==> config.mk <==
export PLATFORM = sky130hd
export DESIGN_NAME = colormap_pixel_compose
export DESIGN_NICKNAME = d
export VERILOG_FILES = /design/src/cmpc_pkg.sv /design/src/cmpc_cfg_regs.sv /design/src/cmpc_compose.sv /design/src/colormap_pixel_compose.sv
export VERILOG_INCLUDE_DIRS = /design/src /design/src/src
export SDC_FILE = /design/constraint.sdc
export NUM_CORES = 1
export LEC_CHECK = 0
export ABC_AREA = 1
export BUFFER_PORTS_ARGS = -buffer_cell sky130_fd_sc_hd__buf_2
export CAP_MARGIN = 25
export CORE_MARGIN = 4
export CORE_UTILIZATION = 54
export DETAILED_ROUTE_END_ITERATION = 10
export GPL_TIMING_DRIVEN = 0
export PLACE_DENSITY = 0.77
export SLEW_MARGIN = 40
export SYNTH_ARGS = -nofsm -noshare
export SYNTH_HDL_FRONTEND = slang
export SYNTH_HIERARCHICAL = 1
export SYNTH_SLANG_ARGS = --single-unit
==> constraint.sdc <==
create_clock -name aclk -period 5.8 [get_ports aclk]
set_input_delay 0.29 -clock aclk [delete_from_list [all_inputs] [get_ports aclk]]
set_output_delay 0.29 -clock aclk [all_outputs]
set_load 0.02 [all_outputs]
==> src/colormap_pixel_compose_assert.svh <==
// assertion macros used by the colormap pixel compose rtl
`ifndef COLORMAP_PIXEL_COMPOSE_ASSERT_SVH
`define COLORMAP_PIXEL_COMPOSE_ASSERT_SVH

// checked only while out of reset
`define CMPC_ASSERT(label, prop, msg) \
    label: assert property (@(posedge aclk) disable iff (!aresetn) prop) else $error(msg);

// checked on every edge, reset included
`define CMPC_ASSERT_ALWAYS(label, prop, msg) \
    label: assert property (@(posedge aclk) prop) else $error(msg);

`endif

==> src/cmpc_pkg.sv <==
// types and constants of the colormap pixel compose block
package cmpc_pkg;

    localparam int STYLE_BITS = 12;
    localparam int TONE_BITS  = 8;
    localparam int ALPHA_BITS = 8;
    localparam int CFG_INDEX_BITS = 3;
    localparam int CFG_DATA_BITS  = STYLE_BITS;

    localparam logic [TONE_BITS-1:0] TONE_MAX = '1;

    // register indexes
    localparam logic [CFG_INDEX_BITS-1:0] REG_OPERATION      = 3'd0;
    localparam logic [CFG_INDEX_BITS-1:0] REG_STYLE_ID       = 3'd1;
    localparam logic [CFG_INDEX_BITS-1:0] REG_DRAW_ORDER     = 3'd2;
    localparam logic [CFG_INDEX_BITS-1:0] REG_LOCK_ALPHA     = 3'd3;
    localparam logic [CFG_INDEX_BITS-1:0] REG_SELECTIVE      = 3'd4;
    localparam logic [CFG_INDEX_BITS-1:0] REG_SELECTED_STYLE = 3'd5;
    localparam logic [CFG_INDEX_BITS-1:0] REG_ERASE_LINES    = 3'd6;
    localparam logic [CFG_INDEX_BITS-1:0] REG_ERASE_AREAS    = 3'd7;

    // operation codes
    localparam logic OP_PAINT = 1'b0;
    localparam logic OP_ERASE = 1'b1;

    // draw order codes, the unused code behaves as palette order
    localparam logic [1:0] DRAW_OVER_ALL  = 2'd0;
    localparam logic [1:0] DRAW_UNDER_ALL = 2'd1;
    localparam logic [1:0] DRAW_PALETTE   = 2'd2;

    typedef struct packed {
        logic                  operation;
        logic [STYLE_BITS-1:0] style_id;
        logic [1:0]            draw_order;
        logic                  lock_alpha;
        logic                  selective;
        logic [STYLE_BITS-1:0] selected_style;
        logic                  erase_lines;
        logic                  erase_areas;
    } cmpc_cfg_t;

    typedef struct packed {
        logic [ALPHA_BITS-1:0] brush_alpha;
        logic [STYLE_BITS-1:0] dest_ink;
        logic [STYLE_BITS-1:0] dest_paint;
        logic [TONE_BITS-1:0]  dest_tone;
        logic                  ink_above;
    } cmpc_in_t;

    typedef struct packed {
        logic [STYLE_BITS-1:0] new_ink;
        logic [STYLE_BITS-1:0] new_paint;
        logic [TONE_BITS-1:0]  new_tone;
        logic                  written;
    } cmpc_out_t;

endpackage

==> src/cmpc_cfg_regs.sv <==
// configuration register file of the colormap pixel compose block
module cmpc_cfg_regs (
    input  logic                                 aclk,
    input  logic                                 aresetn,
    input  logic                                 cfg_wr_en,
    input  logic [cmpc_pkg::CFG_INDEX_BITS-1:0]  cfg_index,
    input  logic [cmpc_pkg::CFG_DATA_BITS-1:0]   cfg_wdata,
    output cmpc_pkg::cmpc_cfg_t                  cfg
);

    cmpc_pkg::cmpc_cfg_t cfg_reg;
    cmpc_pkg::cmpc_cfg_t cfg_next;

    always_comb begin
        cfg_next = cfg_reg;
        if (cfg_wr_en) begin
            case (cfg_index)
                cmpc_pkg::REG_OPERATION:      cfg_next.operation      = cfg_wdata[0];
                cmpc_pkg::REG_STYLE_ID:       cfg_next.style_id       = cfg_wdata;
                cmpc_pkg::REG_DRAW_ORDER:     cfg_next.draw_order     = cfg_wdata[1:0];
                cmpc_pkg::REG_LOCK_ALPHA:     cfg_next.lock_alpha     = cfg_wdata[0];
                cmpc_pkg::REG_SELECTIVE:      cfg_next.selective      = cfg_wdata[0];
                cmpc_pkg::REG_SELECTED_STYLE: cfg_next.selected_style = cfg_wdata;
                cmpc_pkg::REG_ERASE_LINES:    cfg_next.erase_lines    = cfg_wdata[0];
                cmpc_pkg::REG_ERASE_AREAS:    cfg_next.erase_areas    = cfg_wdata[0];
                default:                      cfg_next = cfg_reg;
            endcase
        end
    end

    always_ff @(posedge aclk) begin
        if (!aresetn) begin
            cfg_reg.operation      <= cmpc_pkg::OP_PAINT;
            cfg_reg.style_id       <= cmpc_pkg::STYLE_BITS'(1);
            cfg_reg.draw_order     <= cmpc_pkg::DRAW_OVER_ALL;
            cfg_reg.lock_alpha     <= 1'b0;
            cfg_reg.selective      <= 1'b0;
            cfg_reg.selected_style <= '0;
            cfg_reg.erase_lines    <= 1'b1;
            cfg_reg.erase_areas    <= 1'b0;
        end else begin
            cfg_reg <= cfg_next;
        end
    end

    assign cfg = cfg_reg;

endmodule

==> src/cmpc_compose.sv <==
// combinational pixel compose for paint and erase strokes
module cmpc_compose (
    input  cmpc_pkg::cmpc_cfg_t cfg,
    input  cmpc_pkg::cmpc_in_t  pix,
    output cmpc_pkg::cmpc_out_t res
);

    localparam int PROD_BITS = 2 * cmpc_pkg::TONE_BITS;

    logic [cmpc_pkg::TONE_BITS-1:0] alpha_inv;
    logic                           same;
    logic                           tone_lt;
    logic                           tone_eq;
    logic                           keep_ink;
    logic                           lock_skip;
    logic [PROD_BITS-1:0]           prod;
    logic [PROD_BITS:0]             quot_sum;
    logic [cmpc_pkg::TONE_BITS-1:0] mul_tone;
    logic [cmpc_pkg::TONE_BITS-1:0] paint_tone;

    // coverage complement, 255 - alpha
    assign alpha_inv = cmpc_pkg::TONE_MAX - pix.brush_alpha;
    assign same      = (cfg.style_id == pix.dest_ink);
    assign tone_lt   = (pix.dest_tone < alpha_inv);
    assign tone_eq   = (pix.dest_tone == alpha_inv);

    // floor(prod / 255) as (prod + prod/256 + 1) / 256, exact for any product of two 8-bit values
    assign prod     = PROD_BITS'(pix.dest_tone) * PROD_BITS'(alpha_inv);
    assign quot_sum = (PROD_BITS+1)'(prod) + (PROD_BITS+1)'(prod >> cmpc_pkg::TONE_BITS)
                      + (PROD_BITS+1)'(1);
    assign mul_tone = quot_sum[cmpc_pkg::TONE_BITS +: cmpc_pkg::TONE_BITS];

    assign lock_skip = cfg.lock_alpha && (pix.dest_paint == '0)
                       && (pix.dest_tone == cmpc_pkg::TONE_MAX);

    always_comb begin
        paint_tone = same ? mul_tone : (tone_lt ? pix.dest_tone : alpha_inv);
        case (cfg.draw_order)
            cmpc_pkg::DRAW_OVER_ALL: begin
                if (cfg.lock_alpha) begin
                    paint_tone = pix.dest_tone;
                end
                keep_ink = tone_lt;
            end
            cmpc_pkg::DRAW_UNDER_ALL: begin
                keep_ink = tone_lt || tone_eq;
            end
            default: begin
                keep_ink = tone_lt || (tone_eq && pix.ink_above);
            end
        endcase
    end

    always_comb begin
        res.new_ink   = pix.dest_ink;
        res.new_paint = pix.dest_paint;
        res.new_tone  = pix.dest_tone;
        res.written   = 1'b0;
        if (pix.brush_alpha != '0) begin
            if (cfg.operation == cmpc_pkg::OP_ERASE) begin
                if (cfg.erase_areas
                        && (!cfg.selective || cfg.selected_style == pix.dest_paint)) begin
                    res.new_paint = '0;
                end
                if (cfg.erase_lines
                        && (!cfg.selective || cfg.selected_style == pix.dest_ink)) begin
                    res.new_tone = (pix.dest_tone > pix.brush_alpha) ? pix.dest_tone
                                                                     : pix.brush_alpha;
                end
                res.written = 1'b1;
            end else if (!lock_skip) begin
                res.new_tone = paint_tone;
                res.new_ink  = (!same && keep_ink) ? pix.dest_ink : cfg.style_id;
                res.written  = 1'b1;
            end
        end
    end

endmodule

==> src/colormap_pixel_compose.sv <==
// colormap pixel compose top level: config registers, input and result stages
// Takes one brush coverage value and one colormap pixel per item and returns the
// composed pixel. Throughput is one item per clock while the result side is not stalled.
// An item passes through one input register and one result register, with the
// compose logic (one 8x8 multiply and reciprocal correction) between them. A stalled
// result holds its register while the input register can still take one more item.
// Configuration registers may only be written while no item is in flight.
`include "colormap_pixel_compose_assert.svh"

module colormap_pixel_compose (
    input  logic                                 aclk,
    input  logic                                 aresetn,
    input  logic                                 cfg_wr_en,
    input  logic [cmpc_pkg::CFG_INDEX_BITS-1:0]  cfg_index,
    input  logic [cmpc_pkg::CFG_DATA_BITS-1:0]   cfg_wdata,
    input  logic                                 s_valid,
    output logic                                 s_ready,
    input  cmpc_pkg::cmpc_in_t                   s_data,
    output logic                                 m_valid,
    input  logic                                 m_ready,
    output cmpc_pkg::cmpc_out_t                  m_data
);

    cmpc_pkg::cmpc_cfg_t cfg;
    cmpc_pkg::cmpc_in_t  in_reg;
    cmpc_pkg::cmpc_out_t res;
    cmpc_pkg::cmpc_out_t out_reg;
    logic                in_valid_reg;
    logic                out_valid_reg;
    logic                advance;

    cmpc_cfg_regs u_cfg (
        .aclk      (aclk),
        .aresetn   (aresetn),
        .cfg_wr_en (cfg_wr_en),
        .cfg_index (cfg_index),
        .cfg_wdata (cfg_wdata),
        .cfg       (cfg)
    );

    cmpc_compose u_compose (
        .cfg (cfg),
        .pix (in_reg),
        .res (res)
    );

    // result register free or draining this cycle
    assign advance = !out_valid_reg || m_ready;
    assign s_ready = !in_valid_reg || advance;

    always_ff @(posedge aclk) begin
        if (!aresetn) begin
            in_valid_reg  <= 1'b0;
            out_valid_reg <= 1'b0;
        end else begin
            if (s_ready) begin
                in_valid_reg <= s_valid;
            end
            if (advance) begin
                out_valid_reg <= in_valid_reg;
            end
        end
    end

    always_ff @(posedge aclk) begin
        if (s_ready && s_valid) begin
            in_reg <= s_data;
        end
        if (advance && in_valid_reg) begin
            out_reg <= res;
        end
    end

    assign m_valid = out_valid_reg;
    assign m_data  = out_reg;

    `CMPC_ASSERT(a_full_stall_blocks_input,
        m_valid && !m_ready && in_valid_reg |-> !s_ready,
        "input taken while both stages are full")
    `CMPC_ASSERT(a_zero_alpha_untouched,
        in_valid_reg && advance && in_reg.brush_alpha == '0 |=> m_valid && !m_data.written,
        "zero coverage item marked written")
    `CMPC_ASSERT(a_erase_keeps_ink,
        in_valid_reg && advance && cfg.operation == cmpc_pkg::OP_ERASE
            |=> m_data.new_ink == $past(in_reg.dest_ink),
        "erase changed the ink style")
    `CMPC_ASSERT_ALWAYS(a_reset_empties_output, !aresetn |=> !m_valid,
        "result valid right after reset")

endmodule

* Yosys cells after proc, flatten, opt, wreduce, memory -nomap -nowiden
Index checks and enable logic that the tools add are counted.
** Storage, ports and cells
- Register bits after elaboration :: 107
- Output and inout port bits :: 35
** Operators by class
- Reductions and logical operators :: 30
- Magnitude comparators :: 2
- Multiply operators :: 1
- Equal/unequal tests :: 13
- $add $sub $neg :: 3
- Multiplexer cells :: 15
** Operator list (count)
- 12-bit 2-to-1 mux :: 5
- 8-bit 2-to-1 mux :: 6
- 12-bit equality test :: 3
- 33-bit 2-to-1 mux :: 1
- 9-bit 2-to-1 mux :: 2
- 16-bit by 1-bit adder with 16-bit output (second input constant) :: 1
- 16-bit by 8-bit adder with 16-bit output :: 1
- 8-bit by 8-bit multiplier with 16-bit output :: 1
- 2-bit AND reduction :: 8
- 3-bit equality test (second input constant) :: 4
- 12-bit zero test :: 1
- 8-bit equality test :: 1
- 8-bit equality test (second input constant) :: 1
- 8-bit greater-than comparator :: 1
- 1-bit logical AND :: 8
- 8-bit less-than comparator :: 1
- 8-bit nonzero test :: 1
- 8-bit subtractor (first input constant) :: 1
- 3-bit by 2-bit equality test with 1-bit output (second input constant) :: 2
- 1-bit logical OR :: 6
- 1-bit zero test :: 4
- 3-bit by 1-bit equality test with 1-bit output (second input constant) :: 1
- 3-bit zero test :: 1
- 2-bit by 1-bit equality test with 1-bit output (second input constant) :: 1
- 2 further kinds :: 2

* Depth between registers and ports, before layout
- Depth after elaboration :: 10
- Mapped depth :: 33
- Gate-level depth less buffers :: 33

* Cells and area by module
The synthesis kept the hierarchy.
** By module, submodules not included
- cmpc_compose :: area an instance 4548.1 sq um, seq. area each 0.0 sq um, cells each 701, times used 1
- colormap_pixel_compose :: area an instance 2317.2 sq um, seq. area each 2262.2 sq um, cells each 87, times used 1
- cmpc_cfg_regs :: area an instance 1361.3 sq um, seq. area each 620.6 sq um, cells each 194, times used 1

* Worst setup path after synthesis
Ideal clock, no wire load.
- Kind :: reg2reg
- From :: register in_reg[35] in the netlist's numbering
- To :: register out_reg (netlist bit m_data[6]), data pin
- Clock period less this slack :: 5.409 ns
- Data required time :: 5.543 ns
- Stages on the path, launching flop included :: 32
- Library setup time :: 0.257 ns
- Arrival time :: 5.151 ns
- Buffers on the path :: 0
- Setup slack :: 0.391 ns
- Cell sequence :: edfxtp_1 inv_1 nand2_1 fa_1 fa_1 inv_1 fa_1 inv_1 fa_1 inv_1 ha_1 nand2_1 inv_1 nand2_1 nand2_1 nand2_1 nand3_2 a21oi_1 nor2_1 nor2_1 xor2_1 ha_1 nand2_1 inv_1 a21oi_2 inv_1 nand2_1 nand3_1 nand3_1 nand2_1 nand2_1 a21oi_1
** RTL lines
- from (decl) :: RTL line colormap_pixel_compose.sv:25 : cmpc_pkg::cmpc_in_t in_reg;
- from (signal assigned) :: RTL line colormap_pixel_compose.sv:67 : in_reg <= s_data;
- to (signal assigned) :: RTL line colormap_pixel_compose.sv:70 : out_reg <= res;
- to (decl) :: RTL line colormap_pixel_compose.sv:27 : cmpc_pkg::cmpc_out_t out_reg;

==> flow_metrics.py <==
metrics = {
    "detailed_routing": {
        "vias": 7185,
        "viasPerCell": 5.43,
        "drtIter0Drc": 617,
        "drc_errors": 0,
        "wl_um": 21700,
        "dr.pass1.iters": 5,
        "postRouteAntennaNets": 0,
        "wire_per_inst_um": 16.4,
    },
    "sta": {
        "rsz0062_at_grt": "yes",
        "fin_skew_ps": 12.1,
        "hold_viol": 0,
        "timing.slew.headroom_pct": 46.1,
        "fmax_ghz": 0.176,
        "period_needed_ps": 5680,
        "maxSlewViolCount": 0,
        "tightestPinTransition_ps": 800,
        "min_period_over_period_pct": 97.9,
        "fin_ws_ps": 120,
        "setup_violations": 0,
        "hold_ws_ps": 106,
    },
    "clock_network": {
        "insertion_delay_ps": 350,
        "cts_sinks": 107,
        "numCtsBuffers": 9,
        "cts_buffer_depth": 2,
        "path_clk_slew_ps": 80,
        "htreeDepth": 3,
        "root_buffer": "clkbuf_16",
        "cts_tree": "yes",
    },
    "die": {
        "die_w_um": 131,
        "initial_core_util_pct": 55.8,
        "coreArea_mm2": 0.0148,
        "die_h_um": 131,
        "ios": 96,
        "placementRows": 44,
        "dieArea_mm2": 0.0173,
    },
    "layout": {
        "fillerInstances": 1190,
        "area_growth_pct": 20.7,
        "postLayoutCoreUtil_pct": 67.3,
        "largest_reg_flops": 41,
        "nNetsFinal": 1290,
        "drive_gt1_share_pct": 25.6,
    },
    "setup_path": {
        "r2r_start": "in_reg[4]$_DFFE_PP_",
        "reg2regPathDepth": 30,
        "crit_arrival_ps": 5870,
        "cp_max_fo": 4,
        "crit_slowest_cell": "fa_1",
        "cpPeakStageDelay_ps": 540,
        "regToRegSetupSlack_ps": 120,
        "crit_path_start_kind": "register",
        "path_buf_inv": 5,
        "endpoint": "m_data[4]$_DFFE_PP_",
        "crit_path_frequent_cell": "nand2_1",
        "cp.depth": 30,
        "critical_path_class": "register to register",
        "cp.required_ps": 5990,
        "setup.worst_path.start": "in_reg[4]$_DFFE_PP_",
        "r2r_end": "m_data[4]$_DFFE_PP_",
        "critical-path-top-delay-family": "adder cells",
        "worstSetupEndpointType": "register",
    },
    "logic_synthesis": {
        "syn_inst": 982,
        "ys_seq_elements": 107,
        "synth_edf_count": 74,
        "yosysWarnings": 6,
        "async_flop_share_pct": 0,
        "ys.flop_type": "edfxtp_1",
        "syn_nets": 1138,
        "yosys.cell_types.count": 43,
        "postSynthAreaPerCell_um2": 8.38,
        "yosysSeqAreaShare_pct": 35.0,
        "synth.cell_area_mm2": 0.00823,
    },
    "status": {
        "outcome": "completed",
    },
    "placement": {
        "portBuffers": 95,
        "place_hpwl_um": 16100,
        "post-place-ws_ps": -666,
        "place_congestion": 0.991,
    },
    "global_route": {
        "antenna_found_initial": 1,
        "grt_pass1_wl_um": 34400,
        "grtUsageTotal_pct": 24.5,
        "grt_max_degree": 26,
        "grt_pass1_vias": 6897,
        "overflow": 0,
    },
    "pwr": {
        "peakVddDrop_mv": 0.235,
        "power_mw": 3.87,
        "power_leakage_nw": 4.74,
        "pwr_density_cell_mw_per_mm2": 390,
    },
    "job": {
        "maxCapViolCount": 0,
    },
    "hold_path": {
        "min_path_type": "input pin to register",
        "whs_path_depth": 1,
    },
}
per-layer routing:
layer	vias up	track usage [%]	wire (µm)
met5	-	0	0
met4	0	7.29	523
met3	50	5.73	1740
met2	348	38.6	9920
met1	3307	33.9	9530
li1	3480	-	-
cells in the mapped netlist, types with 3 or more instances:
cell type	instances	area share, %
nor2_1	163	7.4
nand2_1	155	7.1
inv_1	150	6.8
edfxtp_1	74	27
nand3_1	65	4.0
ha_1	59	9.0
a21oi_1	49	3.0
fa_1	36	8.8
dfxtp_1	33	8.0
nand4_1	27	2.1
xor2_1	22	2.3
o21ai_0	18	1.1
xnor2_1	18	1.9
mux2_4	10	1.8
nand3_2	10	1.2
nand2_2	9	0.68
nor2_2	8	0.61
buf_6	7	0.96
clkinv_1	6	0.27
inv_2	6	0.27
nor2_4	6	0.82
nor4_1	6	0.46
clkbuf_1	5	0.23
a21oi_2	4	0.43
buf_1	4	0.18
nand2_4	3	0.41
nand3b_1	3	0.27
nor3_1	3	0.18
o211ai_1	3	0.27
power by group:
group | switching, mW | internal (mW) | total [mW]
clock network | 0.279 | 0.325 | 0.604
registers | 0.0310 | 0.864 | 0.895
logic | 1.48 | 0.889 | 2.37
total | 1.79 | 2.08 | 3.87
cells by family (layout without fill, tap and decap cells):
kind of cell               count (synthesis)  after routing  share of synthesized area, %
and+or+nand+nor                          463            463                          25.7
buffers and inverters                    179            336                          8.82
DFF                                      107            107                          35.0
adders and majority gates                 95             95                          17.7
AOI/OAI and AO/OA                         84             84                          5.81
xor gates and xnor gates                  42             42                          4.79
muxes                                     12             12                          2.10
other                                      0              1                             0
how the worst min path moves through the flow:
stage | endpoint | slack [ps] | start
6_report | in_reg[26]$_DFFE_PP_ | 110 | s_data[26]
3_5_place_dp | in_reg[2]$_DFFE_PP_ | 470 | s_data[2]
4_1_cts | in_reg[26]$_DFFE_PP_ | 90 | s_data[26]
2_1_floorplan | in_reg[0]$_DFFE_PP_ | 390 | s_data[0]
5_1_grt | in_reg[25]$_DFFE_PP_ | 80 | s_data[25]
3_3_place_gp | u_cfg/cfg[1]$_SDFFE_PN1P_ | 470 | u_cfg/cfg[1]$_SDFFE_PN1P_
through the flow:
step | cells | setup TNS, ps | area [µm²]
floorplan | 982 | 0 | 8230
global placement | 1261 | -4240 | 8930
detailed placement | 1264 | -4700 | 9000
CTS | 1306 | 0 | 9580
global route | 1324 | -471 | 9930
finish | 1324 | 0 | 9930
cell usage in the layout, fill, tap and decap left out, types with 4 or more instances in the layout:
cell and n:
nor4_1 6, nand3_1 62, buf_4 40, ha_4 7
nor2_2 14, fa_1 34, a21oi_2 12, nand3_4 4
inv_2 12, clkbuf_1 5, nand4_1 27, edfxtp_1 74
nor2_4 7, inv_1 139, nand2_4 4, buf_1 4
nand2_2 19, a21oi_1 38, o21ai_0 17, inv_6 4
xnor2_1 18, nor2_1 156, nand3_2 9, nand2_1 144
buf_2 96, mux2_4 10, dfxtp_1 33, buf_6 10
ha_1 51, inv_4 4, clkbuf_16 10, xor2_1 20
repair_timing:
| item | CTS | global route |
|---|---|---|
| pin swaps | 5 | 23 |
| endpoints found under the setup margin | 8 | 8 |
| gates resized for setup | 24 | 55 |
| setup buffers | 26 | 17 |
| hold buffers | 0 | 0 |
layout make-up:
| type | count | area, µm² | share of cell area (%) |
|---|---|---|---|
| Multi-Input combinational cell | 696 | 4900 | 49.3 |
| Sequential cell | 107 | 2880 | 29.0 |
| Timing Repair Buffer | 141 | 867 | 8.73 |
| Inverter | 162 | 633 | 6.37 |
| Clock buffer | 10 | 250 | 2.52 |
| Tap cell | 184 | 230 | 2.32 |
| Buffer | 17 | 118 | 1.18 |
| Clock inverter | 6 | 52.6 | 0.529 |
| Antenna cell | 1 | 2.50 | 0.0252 |
No activity file was read; power rests on OpenSTA's default activity.
